--- src/hdl/rtp_pkg.sv ---
// ----------------------------------------------------------------------------
// rtp_pkg
// Shared types and constants for the repeating timer pool.
// ----------------------------------------------------------------------------
package rtp_pkg;

  localparam int TIMER_COUNT = 16;
  localparam int TIDX_W      = (TIMER_COUNT > 1) ? $clog2(TIMER_COUNT) : 1;
  localparam int CNT_W       = $clog2(TIMER_COUNT + 1);
  localparam int RANGE_W     = 7;

  localparam int TIME_W   = 48;
  localparam int PERIOD_W = 32;
  localparam int CALLS_W  = 17;

  // Call count that repeats forever (-1 in 17 bits)
  localparam logic [CALLS_W-1:0] CALLS_FOREVER = {CALLS_W{1'b1}};

  localparam logic [1:0] ACT_TICK  = 2'd0;
  localparam logic [1:0] ACT_SET   = 2'd1;
  localparam logic [1:0] ACT_START = 2'd2;
  localparam logic [1:0] ACT_STOP  = 2'd3;

  localparam logic [1:0] EV_FIRED    = 2'd0;
  localparam logic [1:0] EV_ACCEPTED = 2'd1;
  localparam logic [1:0] EV_REJECTED = 2'd2;

  typedef enum logic [1:0] {
    ST_IDLE,
    ST_CMD,
    ST_SWEEP
  } state_t;

  typedef struct packed {
    logic [CALLS_W-1:0]  init_calls;
    logic [CALLS_W-1:0]  rem_calls;
    logic [PERIOD_W-1:0] period;
    logic [TIME_W-1:0]   due;
  } tmr_entry_t;

endpackage

--- src/hdl/repeating_timer_pool_core.sv ---
// ----------------------------------------------------------------------------
// repeating_timer_pool_core
// Pool of periodic / one-shot timers held in a one-port-write, registered-read
// table; ticks sweep the table one entry per cycle while no held fire waits on a stalled output.
// ----------------------------------------------------------------------------
// Commands: a set, start or stop reads its entry, then sends its result to
//   the output register once that register is free. A new command or tick
//   waits until the last one is done. Sweep: the single table read port scans
//   one entry per cycle; output back-pressure holds it while fires queue up.
// Reset: synchronous, active low; clears time, enables, entry valid bits and
//   control. Table entries never written read as zero, so no clearing pass.
// ----------------------------------------------------------------------------
module repeating_timer_pool_core (
  input  logic        clk,
  input  logic        rst_n,
  input  logic        in_valid,
  output logic        in_stall,
  input  logic [1:0]  in_action,
  input  logic [3:0]  in_timer_index,
  input  logic [31:0] in_period_ticks,
  input  logic signed [16:0] in_call_count,
  input  logic [31:0] in_start_delay,
  output logic        out_valid,
  input  logic        out_stall,
  output logic [3:0]  out_which_timer,
  output logic [1:0]  out_event_kind,
  output logic        out_last_of_run
);

  localparam int TC      = rtp_pkg::TIMER_COUNT;
  localparam int TIDX_W  = rtp_pkg::TIDX_W;
  localparam int CNT_W   = rtp_pkg::CNT_W;
  localparam int TIME_W  = rtp_pkg::TIME_W;
  localparam int CALLS_W = rtp_pkg::CALLS_W;

  // Timer table
  rtp_pkg::tmr_entry_t mem [TC];
  rtp_pkg::tmr_entry_t rdata_r;
  logic                rd_en;
  logic [TIDX_W-1:0]   rd_addr;
  logic                wr_en;
  logic [TIDX_W-1:0]   wr_addr;
  rtp_pkg::tmr_entry_t wr_data;

  rtp_pkg::state_t     state_r, state_nxt;
  logic [TIME_W-1:0]   time_r, time_nxt;
  logic [TC-1:0]       en_r, en_nxt;
  logic [TC-1:0]       mval_r, mval_nxt;

  // Command registers
  logic [1:0]          cmd_act_r;
  logic [TIDX_W-1:0]   cmd_addr_r;
  logic [3:0]          cmd_idx_r;
  logic                cmd_in_range_r;
  logic [31:0]         cmd_period_r;
  logic [CALLS_W-1:0]  cmd_calls_r;
  logic [31:0]         cmd_delay_r;

  // Sweep control
  logic [CNT_W-1:0]    rd_cnt_r, rd_cnt_nxt;
  logic                ev_valid_r, ev_valid_nxt;
  logic [TIDX_W-1:0]   ev_idx_r, ev_idx_nxt;
  logic                pend_valid_r, pend_valid_nxt;
  logic [3:0]          pend_idx_r, pend_idx_nxt;

  // Output register
  logic                out_valid_r, out_valid_nxt;
  logic [3:0]          out_which_r, out_which_nxt;
  logic [1:0]          out_kind_r, out_kind_nxt;
  logic                out_last_r, out_last_nxt;

  logic                in_accept;
  logic                out_free;
  logic                push;
  logic                sweep_stall;

  rtp_pkg::tmr_entry_t ev_ent;
  rtp_pkg::tmr_entry_t cmd_ent;
  logic                ev_forever;
  logic                ev_has_calls;
  logic                ev_due;
  logic                ev_fire;
  logic [CALLS_W-1:0]  ev_rem_nxt;
  logic [TIME_W-1:0]   ev_diff;

  assign in_stall  = (state_r != rtp_pkg::ST_IDLE);
  assign in_accept = in_valid && !in_stall;
  assign out_free  = !out_valid_r || !out_stall;

  assign out_valid       = out_valid_r;
  assign out_which_timer = out_which_r;
  assign out_event_kind  = out_kind_r;
  assign out_last_of_run = out_last_r;

  // Entries never written read as reset value
  assign ev_ent  = mval_r[ev_idx_r]   ? rdata_r : '0;
  assign cmd_ent = mval_r[cmd_addr_r] ? rdata_r : '0;

  assign ev_forever   = (ev_ent.init_calls == rtp_pkg::CALLS_FOREVER);
  assign ev_has_calls = (!ev_ent.rem_calls[CALLS_W-1] && (ev_ent.rem_calls != '0))
                        || ev_forever;
  assign ev_diff      = time_r - ev_ent.due;
  assign ev_due       = !ev_diff[TIME_W-1];
  assign ev_fire      = ev_valid_r && en_r[ev_idx_r] && ev_has_calls && ev_due;
  assign ev_rem_nxt   = ev_forever ? ev_ent.rem_calls : ev_ent.rem_calls - 1'b1;
  assign sweep_stall  = ev_fire && pend_valid_r && !out_free;

  always_comb begin
    state_nxt      = state_r;
    time_nxt       = time_r;
    en_nxt         = en_r;
    mval_nxt       = mval_r;
    rd_cnt_nxt     = rd_cnt_r;
    ev_valid_nxt   = ev_valid_r;
    ev_idx_nxt     = ev_idx_r;
    pend_valid_nxt = pend_valid_r;
    pend_idx_nxt   = pend_idx_r;
    rd_en          = 1'b0;
    rd_addr        = '0;
    wr_en          = 1'b0;
    wr_addr        = '0;
    wr_data        = '0;
    push           = 1'b0;
    out_which_nxt  = out_which_r;
    out_kind_nxt   = out_kind_r;
    out_last_nxt   = out_last_r;

    unique case (state_r)
      rtp_pkg::ST_IDLE: begin
        if (in_accept) begin
          rd_en = 1'b1;
          if (in_action == rtp_pkg::ACT_TICK) begin
            // Read entry 0 now, evaluate it next cycle against the new time
            time_nxt     = time_r + 1'b1;
            rd_addr      = '0;
            rd_cnt_nxt   = CNT_W'(1);
            ev_valid_nxt = 1'b1;
            ev_idx_nxt   = '0;
            state_nxt    = rtp_pkg::ST_SWEEP;
          end else begin
            rd_addr   = TIDX_W'(in_timer_index);
            state_nxt = rtp_pkg::ST_CMD;
          end
        end
      end

      rtp_pkg::ST_CMD: begin
        if (out_free) begin
          push          = 1'b1;
          out_which_nxt = cmd_idx_r;
          out_last_nxt  = 1'b1;
          out_kind_nxt  = rtp_pkg::EV_REJECTED;
          wr_addr       = cmd_addr_r;
          wr_data       = cmd_ent;
          if (cmd_in_range_r) begin
            case (cmd_act_r)
              rtp_pkg::ACT_SET: begin
                wr_en              = 1'b1;
                wr_data.period     = cmd_period_r;
                wr_data.init_calls = cmd_calls_r;
                wr_data.rem_calls  = cmd_calls_r;
                en_nxt[cmd_addr_r] = 1'b0;
                out_kind_nxt       = rtp_pkg::EV_ACCEPTED;
              end
              rtp_pkg::ACT_START: begin
                if (!en_r[cmd_addr_r]) begin
                  wr_en              = 1'b1;
                  wr_data.rem_calls  = cmd_ent.init_calls;
                  wr_data.due        = time_r + TIME_W'(cmd_delay_r);
                  en_nxt[cmd_addr_r] = 1'b1;
                  out_kind_nxt       = rtp_pkg::EV_ACCEPTED;
                end
              end
              rtp_pkg::ACT_STOP: begin
                if (en_r[cmd_addr_r]) begin
                  en_nxt[cmd_addr_r] = 1'b0;
                  out_kind_nxt       = rtp_pkg::EV_ACCEPTED;
                end
              end
              default: begin
              end
            endcase
          end
          if (wr_en) begin
            mval_nxt[cmd_addr_r] = 1'b1;
          end
          state_nxt = rtp_pkg::ST_IDLE;
        end
      end

      rtp_pkg::ST_SWEEP: begin
        if (!ev_valid_r && rd_cnt_r == CNT_W'(TC)) begin
          // Sweep done: release the held fire as the last of the run
          if (!pend_valid_r) begin
            state_nxt = rtp_pkg::ST_IDLE;
          end else if (out_free) begin
            push           = 1'b1;
            out_which_nxt  = pend_idx_r;
            out_kind_nxt   = rtp_pkg::EV_FIRED;
            out_last_nxt   = 1'b1;
            pend_valid_nxt = 1'b0;
            state_nxt      = rtp_pkg::ST_IDLE;
          end
        end else if (!sweep_stall) begin
          if (ev_fire) begin
            wr_en            = 1'b1;
            wr_addr          = ev_idx_r;
            wr_data          = ev_ent;
            wr_data.rem_calls = ev_rem_nxt;
            mval_nxt[ev_idx_r] = 1'b1;
            if (ev_rem_nxt == '0) begin
              en_nxt[ev_idx_r] = 1'b0;
            end else begin
              wr_data.due = time_r + TIME_W'(ev_ent.period);
            end
            // Hold the newest fire; pass the previous one on as not last
            if (pend_valid_r) begin
              push          = 1'b1;
              out_which_nxt = pend_idx_r;
              out_kind_nxt  = rtp_pkg::EV_FIRED;
              out_last_nxt  = 1'b0;
            end
            pend_valid_nxt = 1'b1;
            pend_idx_nxt   = 4'(ev_idx_r);
          end
          if (rd_cnt_r < CNT_W'(TC)) begin
            rd_en        = 1'b1;
            rd_addr      = rd_cnt_r[TIDX_W-1:0];
            rd_cnt_nxt   = rd_cnt_r + 1'b1;
            ev_valid_nxt = 1'b1;
            ev_idx_nxt   = rd_cnt_r[TIDX_W-1:0];
          end else begin
            ev_valid_nxt = 1'b0;
          end
        end
      end

      default: begin
        state_nxt = rtp_pkg::ST_IDLE;
      end
    endcase

    if (push) begin
      out_valid_nxt = 1'b1;
    end else begin
      out_valid_nxt = out_valid_r && out_stall;
    end
  end

  // Table: one write port, one registered read port
  always_ff @(posedge clk) begin
    if (wr_en) begin
      mem[wr_addr] <= wr_data;
    end
    if (rd_en) begin
      rdata_r <= mem[rd_addr];
    end
  end

  always_ff @(posedge clk) begin
    if (!rst_n) begin
      state_r      <= rtp_pkg::ST_IDLE;
      time_r       <= '0;
      en_r         <= '0;
      mval_r       <= '0;
      rd_cnt_r     <= '0;
      ev_valid_r   <= 1'b0;
      pend_valid_r <= 1'b0;
      out_valid_r  <= 1'b0;
    end else begin
      state_r      <= state_nxt;
      time_r       <= time_nxt;
      en_r         <= en_nxt;
      mval_r       <= mval_nxt;
      rd_cnt_r     <= rd_cnt_nxt;
      ev_valid_r   <= ev_valid_nxt;
      pend_valid_r <= pend_valid_nxt;
      out_valid_r  <= out_valid_nxt;
    end
  end

  always_ff @(posedge clk) begin
    ev_idx_r    <= ev_idx_nxt;
    pend_idx_r  <= pend_idx_nxt;
    out_which_r <= out_which_nxt;
    out_kind_r  <= out_kind_nxt;
    out_last_r  <= out_last_nxt;
    if (in_accept) begin
      cmd_act_r      <= in_action;
      cmd_addr_r     <= TIDX_W'(in_timer_index);
      cmd_idx_r      <= in_timer_index;
      cmd_in_range_r <= ({{(rtp_pkg::RANGE_W-4){1'b0}}, in_timer_index}
                         < rtp_pkg::RANGE_W'(TC));
      cmd_period_r   <= in_period_ticks;
      cmd_calls_r    <= in_call_count;
      cmd_delay_r    <= in_start_delay;
    end
  end

  // Idle means no fire is held back and no entry is in evaluation
  a_idle_clean: assert property (@(posedge clk) disable iff (!rst_n)
    (state_r == rtp_pkg::ST_IDLE) |-> (!pend_valid_r && !ev_valid_r))
    else $error("held fire or evaluation left over in idle");

  // Never overwrite a result that is still waiting
  a_no_overrun: assert property (@(posedge clk) disable iff (!rst_n)
    (out_valid_r && out_stall) |-> !push)
    else $error("result overwritten while stalled");

  // A stalled sweep keeps the entry under evaluation
  a_stall_holds: assert property (@(posedge clk) disable iff (!rst_n)
    (state_r == rtp_pkg::ST_SWEEP && sweep_stall)
      |=> ($stable(ev_idx_r) && ev_valid_r && $stable(rd_cnt_r)))
    else $error("sweep advanced under stall");

  // Never write the table during idle; the single write port allows one write per cycle
  a_no_idle_write: assert property (@(posedge clk) disable iff (!rst_n)
    (state_r == rtp_pkg::ST_IDLE) |-> !wr_en)
    else $error("table written while idle");

endmodule

--- config.mk ---
export PLATFORM = sky130hd
export DESIGN_NAME = repeating_timer_pool_core
export DESIGN_NICKNAME = d
export VERILOG_FILES = /design/src/hdl/rtp_pkg.sv /design/src/hdl/repeating_timer_pool_core.sv
export SDC_FILE = /design/constraint.sdc
export NUM_CORES = 2
export LEC_CHECK = 0
export BUFFER_PORTS_ARGS = -buffer_cell sky130_fd_sc_hd__buf_2
export CAP_MARGIN = 20
export CORE_ASPECT_RATIO = 1.2
export CORE_MARGIN = 2
export CORE_UTILIZATION = 50
export DETAILED_ROUTE_END_ITERATION = 7
export PLACE_DENSITY = 0.72
export SLEW_MARGIN = 20
export SYNTH_ARGS = -nofsm -noshare
export SYNTH_HDL_FRONTEND = slang
export SYNTH_SLANG_ARGS = --single-unit
export TNS_END_PERCENT = 20
--- constraint.sdc ---
create_clock -name clk -period 35.5 [get_ports clk]
set_input_delay 3.55 -clock clk [delete_from_list [all_inputs] [get_ports clk]]
set_output_delay 3.55 -clock clk [all_outputs]
set_load 0.02 [all_outputs]
Yosys cells after proc, flatten, opt, wreduce, memory -nomap -nowiden
Memories as Yosys holds them, arrays and structs flattened. A register that Yosys moved wholly into a read port is not among the register bits.
Cells that the tools add are included.
{ "op_classes": {"n_addsub": 6, "n_lt_le_gt_ge": 5, "eq_ne": 26, "n_mux": 131, "n_bitwise": 9, "reduce_logical": 38} }
{ "op_table": {"columns": ["operator", "n"], "rows": [
  ["114-bit two-way mux", 6],
  ["114-bit one-hot mux with 2 select lines", 1],
  ["16-bit two-way mux", 12],
  ["48-bit two-way mux", 3],
  ["48-bit by 32-bit adder with 48-bit output", 2],
  ["4-bit two-way mux", 21],
  ["16-bit one-hot mux with 2 select lines", 2],
  ["17-bit two-way mux", 3],
  ["48-bit by 1-bit adder with 48-bit output, second input constant", 1],
  ["16-bit OR", 3],
  ["16-bit one-hot mux with 3 select lines", 1],
  ["48-bit subtractor", 1],
  ["1-bit two-way mux", 41],
  ["17-bit one-hot mux with 2 select lines", 1],
  ["16-bit AND", 2],
  ["32-bit two-way mux", 1],
  ["16-bit inverter", 2],
  ["4-bit one-hot mux with 2 select lines", 4],
  ["2-bit two-way mux", 14],
  ["5-bit two-way mux", 5],
  ["2-bit inequality test, second input constant", 10],
  ["3-bit inequality test, second input constant", 6],
  ["17-bit == test, second input constant", 1],
  ["17-bit logical NOT", 1],
  ["other kinds (31)", 71]
]} }
{ "word_totals": {"regBits": 192, "ram_bits": 1824, "in_bits": 91, "out_inout_bits": 9, "elab_cells": 234, "mem_count": 1} }
{ "memory_table": {"columns": ["memory", "depth", "width", "rd", "rd_ports_with_merged_regs", "wr", "line_no", "text"], "rows": [
  ["mem", 16, 114, 1, 1, 1, "repeating_timer_pool_core.sv:37", "rtp_pkg::tmr_entry_t mem [TC];"]
]} }

Depth between registers and ports, before layout
{ "depth": {"ltp_word": 15, "ltp_mapped": 26, "depth_no_buf": 19} }

Worst setup path before layout
Ideal clock, no wire load.
{ "synth_timing": {"kind": "register to register", "startpoint": "reg ev_idx_r[0]", "endpoint": "mem mem[0][0] in the netlist's numbering (enable)", "setup_ps": 727, "arrival_time_ps": 12404, "t_required_ps": 34773, "path_slack_ps": 22368, "stages_incl_launch_ff": 24, "path_buffers": 6, "synth_period_minus_slack_ps": 13132, "path_cell_list": "edfxtp_1 > buf_2 > nor2b_1 > buf_2 > a22oi_2 > nand3_1 > nand2_1 > clkbuf_1 > clkbuf_1 > clkbuf_1 > nand2_1 > ha_1 > a21oi_1 > nand2_1 > a221o_1 > o31ai_1 > o31ai_1 > or3_1 > a21oi_2 > nand3_1 > clkbuf_1 > mux2_2 > nand2_1 > nor3_1"} }
{ "synth_between": {"elab_chain_len": 15, "elab_cells_between_ends": 27, "classes_between": "add/sub (1); eq/ne (1); mux (15); reduce/logical (10)"} }
{ "synth_lines": {"columns": ["item", "line_no", "text"], "rows": [
  ["start: declaration", "repeating_timer_pool_core.sv:62", "logic [TIDX_W-1:0] ev_idx_r, ev_idx_nxt;"],
  ["start signal: assignment", "repeating_timer_pool_core.sv:283", "ev_idx_r <= ev_idx_nxt;"],
  ["branches (longest 15 deep; another with 48-bit subtractor)", null, null],
  ["end: declaration", "repeating_timer_pool_core.sv:37", null]
]} }
Parallel ways; which one is timed is not known. The select of a mux whose other input is x is not followed.

Worst setup path in the final report
{ "layout_timing": {"startpoint": "reg ev_idx_r[3]", "endpoint": "mem mem[10][66] in the netlist's numbering (enable)"} }
Same word-level chain as after synthesis.

==> flow_metrics.py <==
metrics = {
    "final_layout": {
        "syn_to_final_growth_pct": 10.1,
        "layout.nets": 6756,
        "drive_gt1_share_pct": 8.52,
    },
    "synth": {
        "ys_seq_elements": 2130,
        "synth_nets": 6813,
        "synth.distinct_cells": 90,
        "synth_common_cells": "2040 x edfxtp_1, 1009 x nand2_1, 360 x a32oi_1, 289 x clkbuf_1, 265 x nor2_1",
        "syn_area_per_cell_um2": 13.7,
        "synth.most_common_cell": "edfxtp_1",
        "seq_area_frac_synth_pct": 69.6,
        "synth_edf_count": 2040,
        "synth_top_area_share_pct": 67.6,
        "synthCells": 6597,
        "synth_top_area_cell": "edfxtp_1",
        "async_reset_ff_share_pct": 0,
        "ys.flop_type": "edfxtp_1",
        "yosys_warnings": 0,
        "synth_area_um2": 90600,
        "synth_top_cells_by_area": "edfxtp_1 68%, nand2_1 4.2%, a32oi_1 3.5%, mux2i_1 2.7%, a211oi_1 2.0%",
    },
    "routing": {
        "drt_iter0_drc": 7733,
        "ant_nets": 0,
        "drc": 0,
        "wl_per_cell_um": 28.5,
        "via_count": 59300,
        "viasPerCell": 6.50,
        "dr.pass1.iters": 6,
        "wirelength_um": 260000,
    },
    "floorplanning": {
        "dieHeight_um": 470,
        "rows": 171,
        "die_x_um": 393,
        "die_area_um2": 185000,
        "boundaryPins": 100,
        "fp.coreArea_um2": 180000,
        "start_util_pct": 50.2,
    },
    "hold_path": {
        "worst_hold_path_type": "register to register",
        "hold_path_depth": 1,
        "hold_start": "mval_r[14]",
        "min_to": "mval_r[14]",
    },
    "timing": {
        "slew_violations": 0,
        "setup_tns_ns": 0,
        "min_period_ns": 10.42,
        "slew_headroom_pct": 16.1,
        "maxClockFrequency_mhz": 95.9,
        "fin_skew_ns": 0.0356,
        "rsz0062_at_grt": "no",
        "tightest_slew_ns": 1.26,
        "hold_slack_ns": 0.496,
        "finalSetupViolCount": 0,
        "hold_viol_final": 0,
        "timing.final.crit_share_pct": 29.4,
    },
    "clock_tree": {
        "path_clk_slew_ns": 0.06,
        "hold_buffers": 0,
        "post_cts_buffers": 0,
        "clk_latency_ns": 0.85,
        "root_buffer": "clkbuf_16",
        "cts_buffer_depth": 3,
        "ctsResizeCount": 0,
        "cts_buffers": 198,
        "cts-htree-levels": 4,
        "cts_sinks": 2130,
        "tritoncts": "yes",
    },
    "power_and_ir_drop": {
        "switching_share_pct": 23.1,
        "combinationalPowerShare_pct": 6.0,
        "p_int_mw": 3.96,
        "peakVddDrop_v": 0.0000561,
        "power_leakage_nw": 35.8,
        "p_per_area_nw_per_um2": 51.7,
        "pwr-share-seq_pct": 54.5,
        "pwr-share-clk_pct": 39.4,
        "p_switching_mw": 1.19,
    },
    "status": {
        "status": "complete, no violations",
    },
    "global_routing": {
        "grt.total_usage_pct": 27.6,
        "grt_pass1_vias": 57300,
        "grt_pass1_wl_um": 379000,
        "antenna_found_initial": 20,
        "overflow": 0,
        "grt_max_degree": 207,
    },
    "setup_path": {
        "critical_path_class": "register to register",
        "end_kind": "register",
        "reg2regPathDepth": 22,
        "r2r-end": "mem[10][66]",
        "worst_ep_required_time_ns": 35.96,
        "worstPathArrival_ns": 10.88,
        "crit_path_max_fanout": 62,
        "r2r_slack_ns": 25.08,
        "r2r_start": "ev_idx_r[3]",
        "cp-start-kind": "register",
    },
    "place": {
        "gp_congestion": 0.920,
        "numPortBuffers": 99,
        "hpwl_um": 145000,
    },
    "flow_run": {
        "drv_cap": 0,
    },
}
## routing by layer
metal | track usage, % | vias up | part of all wire (%)
met5 | 0 | - | 0.027
li1 | - | 25500 | -
met1 | 38.9 | 29800 | 40
met2 | 43.5 | 3485 | 47
met3 | 4.71 | 480 | 10
met4 | 9.72 | 12 | 3.1
## area by class of cell
| type | instances | area (um^2) |
|---|---|---|
| clock inverter | 107 | 953 |
| tap | 2422 | 3030 |
| multi-input combinational | 3957 | 25700 |
| antenna | 10 | 25.0 |
| sequential | 2130 | 63100 |
| fill | 14000 | 80700 |
| timing repair buffer | 204 | 1550 |
| clock buffer | 243 | 5170 |
| inverter | 49 | 189 |
## power groups by stage
stage	combinational [mW]	sequential (mW)	clock, mW
after floorplan	0.200	2.83	0
after global placement	0.298	2.86	0
after detailed placement	0.303	2.86	0
after CTS	0.305	2.81	2.05
after global routing	0.329	2.81	2.15
final	0.311	2.81	2.03
## cell families after synthesis
logic type	synth area share, %
fa+ha+maj	1.74
compound gates	11.6
mux	3.10
buf+inv	2.34
simple gates	10.3
xor+xnor	1.29
flops	69.6
## critical path, stage by stage (launching register included)
cell       delay (ns)
edfxtp_1         0.98
mux2i_1          0.23
a22oi_2          0.24
nand3_1          0.24
nand2_4          0.59
buf_4            0.61
nand2_1          0.16
ha_1             0.32
a21o_1           0.19
nand3_1          0.08
o2111ai_1        0.12
a211oi_1         0.52
o21ai_0          0.21
or3_1            0.54
a21oi_4          0.62
nand3_2          0.10
buf_4            0.36
inv_2            0.42
a22oi_1          0.19
or3_1            0.60
nor2_4           0.78
buf_4            0.81
buf_4            0.92
## cell usage in the layout, fill, tap and decap left out, types with 11 or more instances in the layout
| cell | instances |
|---|---|
| a21oi_1 | 253 |
| o21a_1 | 37 |
| nor2b_1 | 18 |
| a211oi_1 | 245 |
| nand4_1 | 34 |
| clkinv_2 | 27 |
| xor2_1 | 67 |
| or3_1 | 22 |
| a22oi_1 | 61 |
| o211ai_1 | 13 |
| nor3_1 | 53 |
| clkinv_1 | 45 |
| buf_12 | 18 |
| a221oi_1 | 11 |
| mux4_2 | 14 |
| edfxtp_1 | 2040 |
| and4_1 | 124 |
| nand2b_1 | 18 |
| a32oi_1 | 360 |
| bufinv_16 | 11 |
| o22a_1 | 14 |
| a22o_1 | 29 |
| and2_1 | 57 |
| buf_4 | 84 |
| xnor2_1 | 66 |
| a21o_1 | 53 |
| clkbuf_1 | 43 |
| nor2_4 | 15 |
| mux2i_1 | 242 |
| clkbuf_16 | 200 |
| a31oi_1 | 64 |
| ha_1 | 121 |
| nand3_1 | 83 |
| and3_1 | 250 |
| dfxtp_1 | 90 |
| nor2_1 | 241 |
| buf_2 | 99 |
| inv_1 | 45 |
| nand2_1 | 1006 |
| o21ai_0 | 201 |
## sequential cells by signal, indices dropped and copies added (netlist names), 5 cells and up, named ones only
name          cells
time_r           48
cmd_delay_r      32
cmd_calls_r      17
rd_cnt_r          5
mval_r           16
cmd_period_r     32
rdata_r         114
mem            1824
## per-stage QoR
step	power, mW	setup WS, ns	util [%]	instance area [um^2]	instances
after detailed placement	3.16	24.90	51.8	93400	8756
final	5.15	25.08	55.3	99700	9122
after global routing	5.29	24.45	55.3	99700	9114
after floorplan	3.03	22.37	-	90600	6597
after CTS	5.17	24.88	55.2	99500	9106
after global placement	3.16	25.11	51.8	93400	8756
## worst max-delay path by stage
stage / from / end / slack [ns] / depth (start not counted)
after floorplan: ev_idx_r[0] / mem[0][0] / 22.37 / 23
after global placement: ev_idx_r[3] / mem[10][24] / 25.11 / 21
after detailed placement: ev_idx_r[3] / mem[10][24] / 24.90 / 21
after CTS: ev_idx_r[3] / mem[10][61] / 24.88 / 21
after global routing: ev_idx_r[3] / mem[10][51] / 24.45 / 21
final: ev_idx_r[3] / mem[10][66] / 25.08 / 22
(Power assumes the default switching activity.)
